--- config.mk ---
export PLATFORM = sky130hd
export DESIGN_NAME = spi_slave_handshake_framer_unit
export DESIGN_NICKNAME = d
export VERILOG_FILES = /design/src/rtl/sshf_pkg.sv /design/src/rtl/sshf_tx_queue.sv /design/src/rtl/spi_slave_handshake_framer_unit.sv
export SDC_FILE = /design/constraint.sdc
export NUM_CORES = 1
export LEC_CHECK = 0
export ABC_CLOCK_PERIOD_IN_PS = 4700
export BUFFER_PORTS_ARGS = -buffer_cell sky130_fd_sc_hd__buf_4
export CORE_ASPECT_RATIO = 1.4
export CORE_MARGIN = 2
export CORE_UTILIZATION = 35
export CTS_CLUSTER_SIZE = 25
export DETAILED_ROUTE_END_ITERATION = 16
export PLACE_DENSITY = 0.47
export SYNTH_ARGS = -nofsm -noshare
export SYNTH_HDL_FRONTEND = slang
export SYNTH_SLANG_ARGS = --single-unit
--- constraint.sdc ---
create_clock -name clock -period 4.7 [get_ports clock]
set_input_delay 0.235 -clock clock [delete_from_list [all_inputs] [get_ports clock]]
set_output_delay 0.235 -clock clock [all_outputs]
set_load 0.05 [all_outputs]
--- src/rtl/sshf_pkg.sv ---
// ----------------------------------------------------------------------------
// SPI slave handshake framer package
// Shared codes, state types and the transmit queue interface structs.
// ----------------------------------------------------------------------------
package sshf_pkg;

   localparam int TX_DEPTH_DEF = 32;

   localparam logic [1:0] MODE_EXCHANGE = 2'd0;
   localparam logic [1:0] MODE_DESELECT = 2'd1;
   localparam logic [1:0] MODE_PUSH     = 2'd2;
   localparam logic [1:0] MODE_CLEAR    = 2'd3;

   localparam logic [1:0] CSR_STOP_CODE  = 2'd0;
   localparam logic [1:0] CSR_NO_COMMAND = 2'd1;
   localparam logic [1:0] CSR_INIT_ACK   = 2'd2;

   localparam logic [7:0] SYNC_BYTE = 8'h5A;
   localparam logic [7:0] FLAG_BYTE = 8'h7E;
   localparam logic [7:0] ZERO_BYTE = 8'h00;
   localparam logic [7:0] ONE_BYTE  = 8'h01;

   typedef enum logic [2:0] {
      HS_BEGIN,
      HS_CONFIRM,
      HS_RESPONSE,
      HS_VALIDATE,
      HS_LINKED
   } hs_state_type;

   typedef enum logic [1:0] {
      FP_COMMAND,
      FP_LENGTH,
      FP_DATA,
      FP_CRC
   } frame_pos_type;

   typedef struct packed {
      logic       push;
      logic       pop;
      logic       clear;
      logic [7:0] data;
   } txq_ctrl_type;

   typedef struct packed {
      logic       empty;
      logic       full;
      logic [7:0] head_data;
   } txq_status_type;

endpackage

--- src/rtl/sshf_tx_queue.sv ---
// ----------------------------------------------------------------------------
// Transmit queue
// Circular byte queue in a synchronous memory. The word at the head is
// prefetched into a register, with write forwarding, so that a pop sees it
// at once. A push into a full queue drops the oldest word.
// ----------------------------------------------------------------------------
module sshf_tx_queue #(
   parameter int TX_DEPTH = sshf_pkg::TX_DEPTH_DEF
) (
   input  logic                    clock,
   input  logic                    reset,
   input  sshf_pkg::txq_ctrl_type   ctrl,
   output sshf_pkg::txq_status_type status
);
   import sshf_pkg::*;

   localparam int HEAD_W = $clog2(TX_DEPTH);
   localparam logic [HEAD_W:0]   DEPTH_C = (HEAD_W + 1)'(TX_DEPTH);
   localparam logic [HEAD_W-1:0] LAST_C  = HEAD_W'(TX_DEPTH - 1);

   logic [7:0]        mem_ff [TX_DEPTH];
   logic [7:0]        head_data_ff;
   logic [HEAD_W-1:0] head_ff, head_in, head_inc, wr_addr;
   logic [HEAD_W:0]   count_ff, count_in, tail_sum, tail_wrap;
   logic              full;

   always_comb begin
      full      = (count_ff == DEPTH_C);
      head_inc  = (head_ff == LAST_C) ? '0 : head_ff + 1'b1;
      tail_sum  = {1'b0, head_ff} + count_ff;
      tail_wrap = (tail_sum >= DEPTH_C) ? tail_sum - DEPTH_C : tail_sum;
      wr_addr   = full ? head_ff : tail_wrap[HEAD_W-1:0];
      head_in   = head_ff;
      count_in  = count_ff;
      if (ctrl.clear) begin
         head_in  = '0;
         count_in = '0;
      end else if (ctrl.push) begin
         if (full) begin
            head_in = head_inc;
         end else begin
            count_in = count_ff + 1'b1;
         end
      end else if (ctrl.pop) begin
         head_in  = head_inc;
         count_in = count_ff - 1'b1;
      end
   end

   always_ff @(posedge clock) begin
      if (reset) begin
         head_ff  <= '0;
         count_ff <= '0;
      end else begin
         head_ff  <= head_in;
         count_ff <= count_in;
      end
   end

   always_ff @(posedge clock) begin
      if (ctrl.push) begin
         mem_ff[wr_addr] <= ctrl.data;
      end
      if (ctrl.push && (wr_addr == head_in)) begin
         head_data_ff <= ctrl.data;
      end else begin
         head_data_ff <= mem_ff[head_in];
      end
   end

   assign status.empty     = (count_ff == '0);
   assign status.full      = full;
   assign status.head_data = head_data_ff;

   a_count_range: assert property (@(posedge clock) disable iff (reset)
      count_ff <= DEPTH_C)
      else $error("transmit queue count exceeds depth");

   a_pop_nonempty: assert property (@(posedge clock) disable iff (reset)
      ctrl.pop |-> count_ff != '0)
      else $error("pop from empty transmit queue");

   a_clear_empties: assert property (@(posedge clock) disable iff (reset)
      ctrl.clear |=> count_ff == '0 && head_ff == '0)
      else $error("clear did not empty the transmit queue");

   a_overflow_full: assert property (@(posedge clock) disable iff (reset)
      ctrl.push && full |=> count_ff == DEPTH_C && head_ff == $past(head_inc))
      else $error("overflow push did not drop the oldest word");

endmodule

--- src/rtl/spi_slave_handshake_framer_unit.sv ---
// ----------------------------------------------------------------------------
// SPI slave handshake framer
// Runs the link handshake per received byte, loads the next transmit byte and
// marks received bytes as command, length, data or CRC of a frame.
// ----------------------------------------------------------------------------
// A result word is registered and valid in the cycle after its request word
// is taken. Throughput: one word per cycle while rsp_tready is high or no
// result is held; the queue head is prefetched from its memory into a
// register, so a pop sees it at once. Reset is synchronous and clears the
// handshake, frame state, queue pointers and CSR registers; the queue memory
// is not cleared, its entries are read only after they have been written.
// ----------------------------------------------------------------------------
module spi_slave_handshake_framer_unit #(
   parameter int TX_DEPTH = sshf_pkg::TX_DEPTH_DEF
) (
   input  logic        clock,
   input  logic        reset,
   input  logic        csr_we,
   input  logic [1:0]  csr_index,
   input  logic [7:0]  csr_wdata,
   input  logic        req_tvalid,
   output logic        req_tready,
   // data_byte[7:0], link_ready[8], host_acked[9], receive_hold[10]
   input  logic [15:0] req_tdata,
   // mode[1:0]
   input  logic [1:0]  req_tuser,
   output logic        rsp_tvalid,
   input  logic        rsp_tready,
   // tx_byte[7:0], rx_push[8], rx_data[16:9], link_up[17], tx_overflow[18]
   output logic [23:0] rsp_tdata,
   // frame_field[1:0]
   output logic [1:0]  rsp_tuser
);
   import sshf_pkg::*;

   logic [7:0]     stop_ff, no_cmd_ff, init_ack_ff;
   hs_state_type   hs_ff, hs_in;
   frame_pos_type  pos_ff, pos_in, field;
   logic [7:0]     left_ff, left_in, shift_ff, shift_in;
   logic           rsp_valid_ff;
   logic [23:0]    rsp_data_ff;
   logic [1:0]     rsp_user_ff;
   logic           req_accept, rx_push, do_push, do_pop, do_clear, cmd_allowed;
   logic [1:0]     mode;
   logic [7:0]     data_byte;
   logic           link_ready, host_acked, receive_hold;
   txq_ctrl_type   txq_ctrl;
   txq_status_type txq_status;

   assign mode         = req_tuser;
   assign data_byte    = req_tdata[7:0];
   assign link_ready   = req_tdata[8];
   assign host_acked   = req_tdata[9];
   assign receive_hold = req_tdata[10];

   assign req_tready = !rsp_valid_ff || rsp_tready;
   assign req_accept = req_tvalid && req_tready;

   always_ff @(posedge clock) begin
      if (reset) begin
         stop_ff     <= '0;
         no_cmd_ff   <= '0;
         init_ack_ff <= '0;
      end else if (csr_we) begin
         case (csr_index)
            CSR_STOP_CODE:  stop_ff     <= csr_wdata;
            CSR_NO_COMMAND: no_cmd_ff   <= csr_wdata;
            CSR_INIT_ACK:   init_ack_ff <= csr_wdata;
            default: ;
         endcase
      end
   end

   always_comb begin
      hs_in = hs_ff;
      if (mode == MODE_DESELECT) begin
         hs_in = HS_BEGIN;
      end else if (mode == MODE_EXCHANGE && link_ready) begin
         case (hs_ff)
            HS_BEGIN:    hs_in = (data_byte == ZERO_BYTE) ? HS_CONFIRM : HS_BEGIN;
            HS_CONFIRM:  hs_in = (data_byte == ZERO_BYTE) ? HS_RESPONSE : HS_BEGIN;
            HS_RESPONSE: hs_in = (data_byte == SYNC_BYTE) ? HS_VALIDATE : HS_BEGIN;
            HS_VALIDATE: hs_in = ($countones(data_byte) > 2) ? HS_LINKED : HS_BEGIN;
            default:     hs_in = HS_LINKED;
         endcase
      end
   end

   always_comb begin
      shift_in    = shift_ff;
      pos_in      = pos_ff;
      left_in     = left_ff;
      rx_push     = 1'b0;
      field       = FP_COMMAND;
      do_push     = 1'b0;
      do_pop      = 1'b0;
      do_clear    = 1'b0;
      cmd_allowed = host_acked || pos_ff != FP_COMMAND || data_byte == init_ack_ff;
      case (mode)
         MODE_EXCHANGE: begin
            if (!link_ready) begin
               shift_in = stop_ff;
            end else begin
               case (hs_ff)
                  HS_BEGIN: begin
                     if (data_byte == ZERO_BYTE) shift_in = SYNC_BYTE;
                  end
                  HS_CONFIRM: begin
                     shift_in = (data_byte == ZERO_BYTE) ? FLAG_BYTE : ZERO_BYTE;
                  end
                  HS_RESPONSE: begin
                     shift_in = (data_byte == SYNC_BYTE) ? FLAG_BYTE : ZERO_BYTE;
                  end
                  HS_VALIDATE: begin
                     shift_in = ZERO_BYTE;
                  end
                  default: ;
               endcase
               if (hs_in == HS_LINKED) begin
                  if (!txq_status.empty) begin
                     do_pop   = 1'b1;
                     shift_in = txq_status.head_data;
                  end else begin
                     shift_in = stop_ff;
                  end
                  if (cmd_allowed && !receive_hold) begin
                     case (pos_ff)
                        FP_COMMAND: begin
                           if (data_byte != no_cmd_ff && data_byte != FLAG_BYTE) begin
                              rx_push = 1'b1;
                              field   = FP_COMMAND;
                              pos_in  = FP_LENGTH;
                           end
                        end
                        FP_LENGTH: begin
                           rx_push = 1'b1;
                           field   = FP_LENGTH;
                           left_in = data_byte;
                           pos_in  = (data_byte == ZERO_BYTE) ? FP_CRC : FP_DATA;
                        end
                        FP_DATA: begin
                           rx_push = 1'b1;
                           field   = FP_DATA;
                           left_in = left_ff - ONE_BYTE;
                           if (left_ff == ONE_BYTE) pos_in = FP_CRC;
                        end
                        default: begin
                           rx_push = 1'b1;
                           field   = FP_CRC;
                           pos_in  = FP_COMMAND;
                        end
                     endcase
                  end
               end
            end
         end
         MODE_DESELECT: shift_in = stop_ff;
         MODE_PUSH:     do_push  = 1'b1;
         MODE_CLEAR:    do_clear = 1'b1;
         default: ;
      endcase
   end

   assign txq_ctrl.push  = req_accept && do_push;
   assign txq_ctrl.pop   = req_accept && do_pop;
   assign txq_ctrl.clear = req_accept && do_clear;
   assign txq_ctrl.data  = data_byte;

   sshf_tx_queue #(
      .TX_DEPTH(TX_DEPTH)
   ) u_tx_queue (
      .clock  (clock),
      .reset  (reset),
      .ctrl   (txq_ctrl),
      .status (txq_status)
   );

   always_ff @(posedge clock) begin
      if (reset) begin
         hs_ff        <= HS_BEGIN;
         pos_ff       <= FP_COMMAND;
         left_ff      <= '0;
         shift_ff     <= '0;
         rsp_valid_ff <= 1'b0;
      end else begin
         if (req_accept) begin
            hs_ff        <= hs_in;
            pos_ff       <= pos_in;
            left_ff      <= left_in;
            shift_ff     <= shift_in;
            rsp_valid_ff <= 1'b1;
         end else if (rsp_tready) begin
            rsp_valid_ff <= 1'b0;
         end
      end
   end

   always_ff @(posedge clock) begin
      if (req_accept) begin
         rsp_data_ff <= {5'b0, do_push && txq_status.full, hs_in == HS_LINKED,
                         rx_push ? data_byte : ZERO_BYTE, rx_push, shift_in};
         rsp_user_ff <= rx_push ? field : FP_COMMAND;
      end
   end

   assign rsp_tvalid = rsp_valid_ff;
   assign rsp_tdata  = rsp_data_ff;
   assign rsp_tuser  = rsp_user_ff;

   a_push_needs_link: assert property (@(posedge clock) disable iff (reset)
      rsp_valid_ff && rsp_data_ff[8] |-> rsp_data_ff[17])
      else $error("received word framed without link");

   a_idle_field_zero: assert property (@(posedge clock) disable iff (reset)
      rsp_valid_ff && !rsp_data_ff[8] |-> rsp_user_ff == FP_COMMAND
                                          && rsp_data_ff[16:9] == ZERO_BYTE)
      else $error("unframed word carries frame data");

   a_not_ready_freeze: assert property (@(posedge clock) disable iff (reset)
      req_accept && mode == MODE_EXCHANGE && !link_ready
      |=> $stable(hs_ff) && $stable(pos_ff) && $stable(left_ff))
      else $error("link not ready changed handshake or frame state");

   a_deselect_restart: assert property (@(posedge clock) disable iff (reset)
      req_accept && mode == MODE_DESELECT |=> hs_ff == HS_BEGIN && shift_ff == stop_ff)
      else $error("deselect did not restart the handshake");

endmodule
==> results.sh, run 1 <==
export IMPL_p_int_w=0.00501
export IMPL_syn_inst=1055
export IMPL_synth_cell_types=68
export IMPL_die_w_microns=179
export IMPL_worstSetupStartpointType="primary input"
export IMPL_dp_hpwl_microns=27500
export IMPL_crit_arrival_ns=4.41
export IMPL_numCtsBuffers=36
export IMPL_drtAntennaViolNets=0
export IMPL_cts_tree="built"
export IMPL_place_congestion=0.849
export IMPL_rows=89
export IMPL_final_nets=1213
export IMPL_peakVddDrop_mv=0.225
export IMPL_grt_pass1_vias=9391
export IMPL_clkPwrFrac_pct=42.2
export IMPL_yosysWarnings=0
export IMPL_vias_per_cell=5.25
export IMPL_placed_cell_area_sq_um=16200
export IMPL_synthDominantCellAreaShare_pct=55.5
export IMPL_cts_path_max_buffers=3
export IMPL_io_pin_count=61
export IMPL_antenna_found_initial=0
export IMPL_path_class="in2reg"
export IMPL_swShare_pct=23.6
export IMPL_area_delta_synth_final_pct=16.4
export IMPL_dr_first_iter_drc_count=575
export IMPL_holdWs_ns=0.0971
export IMPL_cts_sink_count=339
export IMPL_cts_resized_gates=0
export IMPL_p_per_area_nw_per_um2=376
export IMPL_n_antenna_cell=0
export IMPL_synthTopCellsByArea="edfxtp_1 (56%), dfxtp_1 (8.3%), mux4_2 (6.6%)"
export IMPL_max_slew_margin_pct=26.8
export IMPL_wl_per_cell_microns=23.8
export IMPL_cts_clk_slew_worst_paths_ns=0.06
export IMPL_drcViolationCount=0
export IMPL_final_max_slew_violation_count=0
export IMPL_final_area_sq_um=17400
export IMPL_drt_total_wl_microns=41100
export IMPL_clock_skew_ns=0.0286
export IMPL_cp_end_kind="register"
export IMPL_synth_common_cells="edfxtp_1 (277), nor2_1 (87), mux2i_1 (79), dfxtp_1 (62), mux4_2 (44)"
export IMPL_seqPwrFrac_pct=50.4
export IMPL_worstPathRequired_ns=4.94
export IMPL_net_switching_power_w=0.00155
export IMPL_total_power_w=0.00656
export IMPL_die_area_sq_um=44500
export IMPL_p_leak_nw=5.95
export IMPL_synth_main_ff_cell="edfxtp_1"
export IMPL_io_buffers=50
export IMPL_drive_gt1_share_pct=19.4
export IMPL_initial_core_util_pct=35.5
export IMPL_grt_pass1_wl_microns=60600
export IMPL_async_flop_share_pct=0
export IMPL_period_share_pct=88.8
export IMPL_h_tree_depth=2
export IMPL_status="completed"
export IMPL_root_buffer="clkbuf_16"
export IMPL_syn_avg_cell_area_sq_um=14.2
export IMPL_max_cap_violations=0
export IMPL_die_h_microns=249
export IMPL_coreArea_sq_um=42200
export IMPL_place_ws_ns=-0.0400
export IMPL_layout_min_cycle_time_ns=4.18
export IMPL_insertion_delay_ns=0.55
export IMPL_synth_most_common_cell="edfxtp_1"
export IMPL_fin_ws_ns=0.524
export IMPL_worst_pin_slew_ns=1.09
export IMPL_finalNonFillerCells=1726
export IMPL_cp_max_fo=6
export IMPL_drt_first_pass_iters=5
export IMPL_synth_edf_count=277
export IMPL_ys_seq_area_share_pct=63.8
export IMPL_hold_class="in2reg"
export IMPL_comb_power_share_pct=7.3
export IMPL_post_place_cells=1652
export IMPL_synth_area_leader_cell="edfxtp_1"
export IMPL_grt_start_max_net_pins=48
export IMPL_max_freq_mhz=239
export IMPL_ys_seq_elements=339
export IMPL_finalSetupViolations=0
export IMPL_track_usage_pct=18.6
export IMPL_rsz0062_at_grt="no"
export IMPL_num_vias=9066
export IMPL_syn_area_sq_um=15000
export IMPL_hold_viol=0
export IMPL_grt_overflow_total=0
[worst max-delay path, stage by stage]
cell and delay [ns]:
buf_4 0.16, fa_1 0.54, inv_1 0.05, fa_1 0.49, fa_1 0.40, inv_1 0.06, ha_1 0.16, inv_1 0.06
fa_1 0.53, nor2b_1 0.05, nor4bb_1 0.50, o31ai_2 0.23, nand2_1 0.15, inv_2 0.08, nor3_1 0.51, a211oi_1 0.20
[routing by layer]
metal  share of wire, %  GRT usage [%]  up-vias
li1                   -              -     4255
met1                 40           22.0     4563
met2                 53           33.7      181
met3                3.6           2.88       67
met4                3.6           6.92        0
met5                  0              0        -
[what timing repair did]
| action | CTS | global route |
|---|---|---|
| endpoints found under the setup margin | 0 | 0 |
| hold buffers | 9 | 0 |
| hold endpoints to repair | 25 | 0 |
| setup buffers | 0 | 0 |
[metrics by stage]
stage / utilization (%) / TNS [ns]
3_3_place_gp: 38.4 / 0
2_1_floorplan: - / 0
3_5_place_dp: 38.4 / -0.105
5_1_grt: 41.3 / 0
4_1_cts: 41.3 / 0
6_report: 41.3 / 0
[power by group through the flow]
stage               logic, W  registers, W  clock network [W]
floorplan           0.000257       0.00339                  0
global placement    0.000475       0.00337                  0
detailed placement  0.000480       0.00337                  0
CTS                 0.000488       0.00331            0.00284
global route        0.000526       0.00331            0.00295
finish              0.000480       0.00331            0.00277
[cell type report]
| cell class | count | area (sq um) |
|---|---|---|
| multi-input cells | 624 | 5010 |
| fillers | 3953 | 24800 |
| clock inverters | 20 | 158 |
| repair buffers | 122 | 938 |
| clock buffers | 45 | 966 |
| inverters | 30 | 113 |
| well taps | 546 | 683 |
| flip-flops and latches | 339 | 9570 |
[worst paths after layout]
| path | slack [ns] | start | depth (start not counted) | end |
|---|---|---|---|---|
| worst max-delay path | 0.52 | req_tdata[0] | 16 | rsp_tdata[6] |
| worst min register to register | 0.50 | pos_ff[1] | 2 | pos_ff[1] |
| worst max register to register | 1.21 | register | 6 | shift_ff[2] |
| worst min-delay path | 0.1 | rsp_tready | 3 | rsp_tvalid |
[sequential cells by signal (all words and copies together), names as in the netlist, 6 cells and up, named ones only]
name,cells
init_ack_ff,8
left_ff,8
no_cmd_ff,8
rsp_tdata,19
shift_ff,8
stop_ff,8
u_tx_queue.count_ff,6
u_tx_queue.mem_ff,256
[kinds of logic (layout without fill, tap and decap cells)]
| family | count (synthesis) | in the layout | synth area share, % |
|---|---|---|---|
| AOI/OAI and AO/OA | 166 | 166 | 7.83 |
| xor gates and xnor gates | 26 | 26 | 1.52 |
| adders and majority gates | 27 | 27 | 2.56 |
| buffers and inverters | 96 | 217 | 2.83 |
| DFF | 339 | 339 | 63.8 |
| muxes | 130 | 130 | 12.4 |
| other | 1 | 5 | 0.0250 |
| and+or+nand+nor | 270 | 270 | 8.97 |
[cell usage in the layout (no fill, tap or decap), types with 7 or more instances in the layout]
cell type and count:
nor3_1 40, a2111oi_0 12, a211oi_1 9, ha_1 21
nor2b_1 9, nand2_1 43, mux2_2 7, nor2_1 87
nor4_1 10, o211ai_1 8, xor2_1 12, xnor2_1 14
dlygate4sd3_1 9, and2_1 16, mux2i_1 79, mux4_2 44
nand3_1 9, buf_4 113, dfxtp_1 59, a21oi_1 40
o31ai_1 8, clkbuf_16 37, a22oi_1 14, nand4_1 9
clkbuf_1 7, edfxtp_1 277, inv_1 29, clkinv_1 7
o21ai_0 20, nand2b_1 17, a221oi_1 12
No activity file was read; power rests on OpenSTA's default activity.
==> run 2: changes to the inputs <==
--- a/config.mk
+++ b/config.mk
@@ -9,10 +9,10 @@
 export BUFFER_PORTS_ARGS = -buffer_cell sky130_fd_sc_hd__buf_4
 export CORE_ASPECT_RATIO = 1.4
 export CORE_MARGIN = 2
-export CORE_UTILIZATION = 35
+export CORE_UTILIZATION = 62
 export CTS_CLUSTER_SIZE = 25
 export DETAILED_ROUTE_END_ITERATION = 16
-export PLACE_DENSITY = 0.47
+export PLACE_DENSITY = 0.77
 export SYNTH_ARGS = -nofsm -noshare
 export SYNTH_HDL_FRONTEND = slang
 export SYNTH_SLANG_ARGS = --single-unit
==> run 2 against run 1 <==
Critical path depth grew 2; setup slack lost 0.097 ns; largest power group unchanged; critical path type unchanged; highest routed layer unchanged; non-clock buffer count is the same; routed wire length shrank 11%; count of clock-buffer cells in the layout shrank 10; register-to-register slack lost 0.36 ns; die area shrank 43%; cell count shrank 14%; critical endpoint is now shift_ff[6]; clock skew shrank 0.010 ns; flip-flop and latch count is the same; largest cell class unchanged; first-iteration DRC count grew 76%.
==> results.sh, run 2 (synthesis results as in run 1) <==
export IMPL_seqPwrFrac_pct=51.2
export IMPL_cpPeakStageDelay_ns=0.70
export IMPL_path_cells="buf_4, fa_1, inv_1, fa_1, fa_1, inv_1, ha_1, inv_1, fa_1, a21oi_1, nor4bb_1, buf_4, o31ai_2, buf_4, nand2_1, inv_2, nor3_1, a2111oi_0"
export IMPL_num_vias=9587
export IMPL_cts_clk_slew_worst_paths_ns=0.07
export IMPL_grt_pass1_vias=9715
export IMPL_grt_start_max_net_pins=47
export IMPL_finalSetupViolations=0
export IMPL_io_pin_count=61
export IMPL_initial_core_util_pct=62.9
export IMPL_status="completed"
export IMPL_largest_register_ffs=256
export IMPL_net_switching_power_w=0.00144
export IMPL_hold_viol=0
export IMPL_layout_min_cycle_time_ns=4.27
export IMPL_crit_arrival_ns=4.69
export IMPL_worstSetupStartpointType="primary input"
export IMPL_place_ws_ns=-0.100
export IMPL_antenna_found_initial=0
export IMPL_cts_path_max_buffers=3
export IMPL_final_max_slew_violation_count=0
export IMPL_period_share_pct=90.9
export IMPL_clock_skew_ns=0.0182
export IMPL_drcViolationCount=0
export IMPL_rsz0062_at_grt="no"
export IMPL_path_class="in2reg"
export IMPL_wl_per_cell_microns=24.5
export IMPL_nFillCells=1573
export IMPL_drt_first_pass_iters=5
export IMPL_insertion_delay_ns=0.57
export IMPL_io_buffers=50
export IMPL_die_h_microns=188
export IMPL_p_int_w=0.00502
export IMPL_cts_tree="built"
export IMPL_final_nets=1208
export IMPL_drive_gt1_share_pct=18.8
export IMPL_drt_total_wl_microns=36400
export IMPL_cts_sink_count=339
export IMPL_max_slew_margin_pct=15.8
export IMPL_max_flop_register="u_tx_queue.mem_ff"
export IMPL_fin_ws_ns=0.427
export IMPL_comb_power_share_pct=7.4
export IMPL_hold_class="in2reg"
export IMPL_die_w_microns=135
export IMPL_crit_top_cell="fa_1"
export IMPL_vias_per_cell=6.46
export IMPL_cp_max_fo=7
export IMPL_worst_pin_slew_ns=1.25
export IMPL_cpMaxStageDelayCell="nor4bb_1"
export IMPL_dr_first_iter_drc_count=1011
export IMPL_rows=67
export IMPL_utilization_pct=71.7
export IMPL_area_delta_synth_final_pct=14.1
export IMPL_holdWs_ns=0.0578
export IMPL_mostFrequentLayoutCells="edfxtp_1 (277), buf_4 (113), nor2_1 (87)"
export IMPL_coreArea_sq_um=23800
export IMPL_swShare_pct=22.3
export IMPL_place_congestion=0.881
export IMPL_max_cap_violations=0
export IMPL_worstPathRequired_ns=5.12
export IMPL_track_usage_pct=29.0
export IMPL_die_area_sq_um=25400
export IMPL_numCtsBuffers=31
export IMPL_drtAntennaViolNets=0
export IMPL_p_per_area_nw_per_um2=378
export IMPL_cp_end_kind="register"
export IMPL_peakVddDrop_mv=0.376
export IMPL_grt_pass1_wl_microns=55300
export IMPL_dp_hpwl_microns=24000
export IMPL_clkPwrFrac_pct=41.5
export IMPL_grt_overflow_total=0
export IMPL_n_antenna_cell=0
export IMPL_p_leak_nw=5.92
export IMPL_max_freq_mhz=234
export IMPL_root_buffer="clkbuf_16"
export IMPL_final_common_cell="edfxtp_1"
export IMPL_h_tree_depth=1
==> run 2: changes by cell type in the layout (fill, tap and decap cells not counted), sizes merged <==
cell / previous run / this run
clkbuf: 45 / 35
bufinv: 2 / 7
clkinv: 12 / 14
clkinvlp: 3 / 1
inv: 33 / 31
==> run 2: per-layer routing <==
metal | up-vias | share of wire, % | wire length (microns) | GRT usage, %
met5 | - | 0 | 0 | 0
met2 | 464 | 51 | 18600 | 50.3
met3 | 101 | 6.8 | 2480 | 3.51
met4 | 0 | 4.7 | 1700 | 12.5
li1 | 4239 | - | - | -
met1 | 4783 | 37 | 13600 | 36.8
==> run 2: area by class of cell <==
class | count | area (sq um) | share of cell area, %
timing repair buffer | 122 | 938 | 5.49
multi-input combinational | 624 | 5010 | 29.3
tap | 310 | 388 | 2.27
inverter | 30 | 113 | 0.659
clock inverter | 23 | 283 | 1.66
clock buffer | 35 | 791 | 4.63
sequential | 339 | 9560 | 56.0
==> run 2: worst max-delay path, delay by kind of cell <==
kind / cells / cell delay, ns
buffers and inverters: 7 / 0.79
and+or+nand+nor: 3 / 1.20
adders and majority gates: 5 / 2.04
AOI/OAI and AO/OA: 3 / 0.40
==> run 2: worst paths after layout <==
| kind | slack, ns | cells past startpoint | end | from |
|---|---|---|---|---|
| setup / recovery | 0.43 | 18 | shift_ff[6] | req_tdata[0] |
| hold / removal | 0.06 | 3 | rsp_tvalid | rsp_tready |
| setup reg to reg | 0.85 | 5 | u_tx_queue.mem_ff[8][6] | u_tx_queue.count_ff[1] |
| hold reg to reg | 0.51 | 2 | pos_ff[1] | pos_ff[1] |
==> run 2: power by group through the flow <==
stage | Combinational (W) | Sequential [W] | Clock [W]
floorplan | 0.000257 | 0.00339 | 0
global placement | 0.000451 | 0.00337 | 0
detailed placement | 0.000461 | 0.00337 | 0
CTS | 0.000470 | 0.00331 | 0.00269
global route | 0.000511 | 0.00331 | 0.00280
finish | 0.000476 | 0.00331 | 0.00268
==> run 2: what timing repair did <==
| item | in CTS | in global routing |
|---|---|---|
| resized for setup | 0 | 0 |
| setup buffers | 0 | 0 |
| endpoints found under the hold margin | 25 | 0 |
| hold buffers | 9 | 0 |
| endpoints found under the setup margin | 0 | 0 |
==> run 2: per-stage QoR <==
step	setup TNS, ns	power, W	instances	area, sq um
final	0	0.00646	1483	17100
after global routing	0	0.00662	1483	17100
after CTS	0	0.00647	1483	17100
after detailed placement	-1.07	0.00383	1416	15900
after global placement	0	0.00382	1416	15900
after floorplan	0	0.00365	1059	15000
==> run 3: changes to the inputs <==
--- a/config.mk
+++ b/config.mk
@@ -9,10 +9,12 @@
 export BUFFER_PORTS_ARGS = -buffer_cell sky130_fd_sc_hd__buf_4
 export CORE_ASPECT_RATIO = 1.4
 export CORE_MARGIN = 2
-export CORE_UTILIZATION = 62
+export CORE_UTILIZATION = 64
+export CTS_BUF_LIST = sky130_fd_sc_hd__clkbuf_8
 export CTS_CLUSTER_SIZE = 25
 export DETAILED_ROUTE_END_ITERATION = 16
-export PLACE_DENSITY = 0.77
+export PLACE_DENSITY = 0.79
+export REMOVE_ABC_BUFFERS = 1
 export SYNTH_ARGS = -nofsm -noshare
 export SYNTH_HDL_FRONTEND = slang
 export SYNTH_SLANG_ARGS = --single-unit
==> run 3 against run 2 <==
Clock power shrank 24%; clock skew grew 0.0010 ns; sequential share of layout area grew 0.94 points; count of clock-buffer cells in the layout grew 16; cell count grew 0.88%; flip-flop and latch count is the same; register-to-register slack gained 0.11 ns; combinational power is essentially flat; worst hold slack gained 0.041 ns; first-iteration DRC count shrank 15%; routed wire length shrank 6.0%; critical path depth shrank 2; critical endpoint is now left_ff[4].
==> results.sh, run 3 (synthesis results as in run 1) <==
export IMPL_initial_core_util_pct=64.8
export IMPL_antenna_found_initial=0
export IMPL_worstSetupStartpointType="primary input"
export IMPL_cp_end_kind="register"
export IMPL_grt_start_max_net_pins=61
export IMPL_utilization_pct=72.7
export IMPL_seq_area_sq_um=9560
export IMPL_wl_per_cell_microns=22.9
export IMPL_fin_tns_setup_ns=0
export IMPL_clock_skew_ns=0.0192
export IMPL_comb_power_share_pct=8.2
export IMPL_p_int_w=0.00443
export IMPL_layout_min_cycle_time_ns=4.11
export IMPL_grt_pass1_wl_microns=53100
export IMPL_status="completed"
export IMPL_max_cap_violations=0
export IMPL_p_leak_nw=5.85
export IMPL_finalSetupViolations=0
export IMPL_hold_class="in2reg"
export IMPL_cts_path_max_buffers=3
export IMPL_drive_gt1_share_pct=19.2
export IMPL_numCtsBuffers=48
export IMPL_cts_clk_slew_worst_paths_ns=0.07
export IMPL_io_buffers=50
export IMPL_nFillCells=1488
export IMPL_grt_overflow_total=0
export IMPL_place_congestion=0.893
export IMPL_cts_sink_count=339
export IMPL_track_usage_pct=28.5
export IMPL_seqPwrFrac_pct=56.7
export IMPL_dp_hpwl_microns=22700
export IMPL_largest_register_ffs=256
export IMPL_dr_first_iter_drc_count=857
export IMPL_rows=66
export IMPL_final_common_cell="edfxtp_1"
export IMPL_min_to="rsp_tvalid"
export IMPL_io_pin_count=61
export IMPL_final_nets=1217
export IMPL_r2r_start="u_tx_queue.count_ff[1]"
export IMPL_root_buffer="clkbuf_8"
export IMPL_die_w_microns=133
export IMPL_n_antenna_cell=0
export IMPL_hold_depth=3
export IMPL_num_vias=9412
export IMPL_fin_ws_ns=0.592
export IMPL_r2r_end="u_tx_queue.mem_ff[25][1]"
export IMPL_worstPathRequired_ns=5.11
export IMPL_hold_viol=0
export IMPL_post_cts_setup_buffer_count=0
export IMPL_h_tree_depth=2
export IMPL_total_power_w=0.00583
export IMPL_area_delta_synth_final_pct=12.2
export IMPL_peakVddDrop_mv=0.243
export IMPL_net_switching_power_w=0.00140
export IMPL_coreArea_sq_um=23100
export IMPL_die_area_sq_um=24700
export IMPL_multi_input_area_sq_um=5010
export IMPL_final_max_slew_violation_count=0
export IMPL_vias_per_cell=6.29
export IMPL_drtAntennaViolNets=0
export IMPL_clkPwrFrac_pct=35.2
export IMPL_path_class="in2reg"
export IMPL_cts_resized_gates=0
export IMPL_max_flop_register="u_tx_queue.mem_ff"
export IMPL_reg2reg_depth=5
export IMPL_swShare_pct=23.9
export IMPL_die_h_microns=185
export IMPL_place_ws_ns=0.0195
export IMPL_crit_arrival_ns=4.52
export IMPL_hold_start="rsp_tready"
export IMPL_cp_max_fo=9
export IMPL_max_freq_mhz=243
export IMPL_cts_hold_buf=9
export IMPL_regToRegSetupSlack_ns=0.96
export IMPL_max_slew_margin_pct=10.3
export IMPL_insertion_delay_ns=0.56
export IMPL_rsz0062_at_grt="no"
export IMPL_grt_pass1_vias=9653
export IMPL_mostFrequentLayoutCells="edfxtp_1 (277), buf_4 (103), nor2_1 (87)"
export IMPL_p_per_area_nw_per_um2=347
export IMPL_worst_pin_slew_ns=1.34
export IMPL_drt_first_pass_iters=5
export IMPL_period_share_pct=87.4
export IMPL_cts_tree="built"
export IMPL_drt_total_wl_microns=34200
export IMPL_drcViolationCount=0
==> run 3: routing by layer <==
metal | wire, microns | global-route usage, % | up-vias
met5 | 0 | 0 | -
met4 | 1760 | 14.9 | 0
met3 | 1900 | 3.56 | 106
met2 | 17500 | 49.9 | 385
met1 | 13100 | 34.8 | 4663
li1 | - | - | 4258
==> run 3: critical path: stages <==
cell and delay, ns:
buf_4 0.12, fa_1 0.52, inv_1 0.05, fa_1 0.49
fa_1 0.41, inv_1 0.06, ha_1 0.15, inv_1 0.06
fa_1 0.47, nor2b_1 0.16, o21ai_0 0.14, o31a_1 0.35
or4_1 0.57, buf_4 0.20, o311ai_0 0.39, o31ai_1 0.14
==> run 3: worst max-delay path by stage <==
| stage | from | end | slack (ns) | cells past startpoint |
|---|---|---|---|---|
| 3_3_place_gp | req_tdata[0] | left_ff[0] | 0.17 | 15 |
| 2_1_floorplan | req_tdata[0] | left_ff[0] | 0.31 | 14 |
| 6_report | req_tdata[0] | left_ff[4] | 0.59 | 16 |
| 4_1_cts | req_tdata[0] | left_ff[4] | 0.59 | 16 |
| 3_5_place_dp | req_tdata[0] | left_ff[4] | 0.02 | 16 |
| 5_1_grt | req_tdata[0] | left_ff[4] | 0.40 | 16 |
==> run 3: per-stage QoR <==
step	area, sq um	instances	hold slack, ns
3_3_place_gp	15900	1404	0.487
5_1_grt	16800	1496	0.0943
2_1_floorplan	14700	993	0.304
4_1_cts	16800	1496	0.0309
3_5_place_dp	15900	1404	0.500
6_report	16800	1496	0.0990
==> run 3: cell type report <==
class	count	share of cell area [%]
flip-flops and latches	339	56.9
repair buffers	114	5.38
multi-input cells	624	29.8
clock buffers	51	4.18
well taps	306	2.28
inverters	30	0.670
clock inverters	32	0.775
==> run 3: power groups by stage <==
stage | logic (W) | registers (W) | clock network [W]
after floorplan | 0.000224 | 0.00341 | 0
after global placement | 0.000451 | 0.00337 | 0
after detailed placement | 0.000464 | 0.00337 | 0
after CTS | 0.000471 | 0.00330 | 0.00208
after global routing | 0.000515 | 0.00331 | 0.00219
final | 0.000475 | 0.00330 | 0.00205
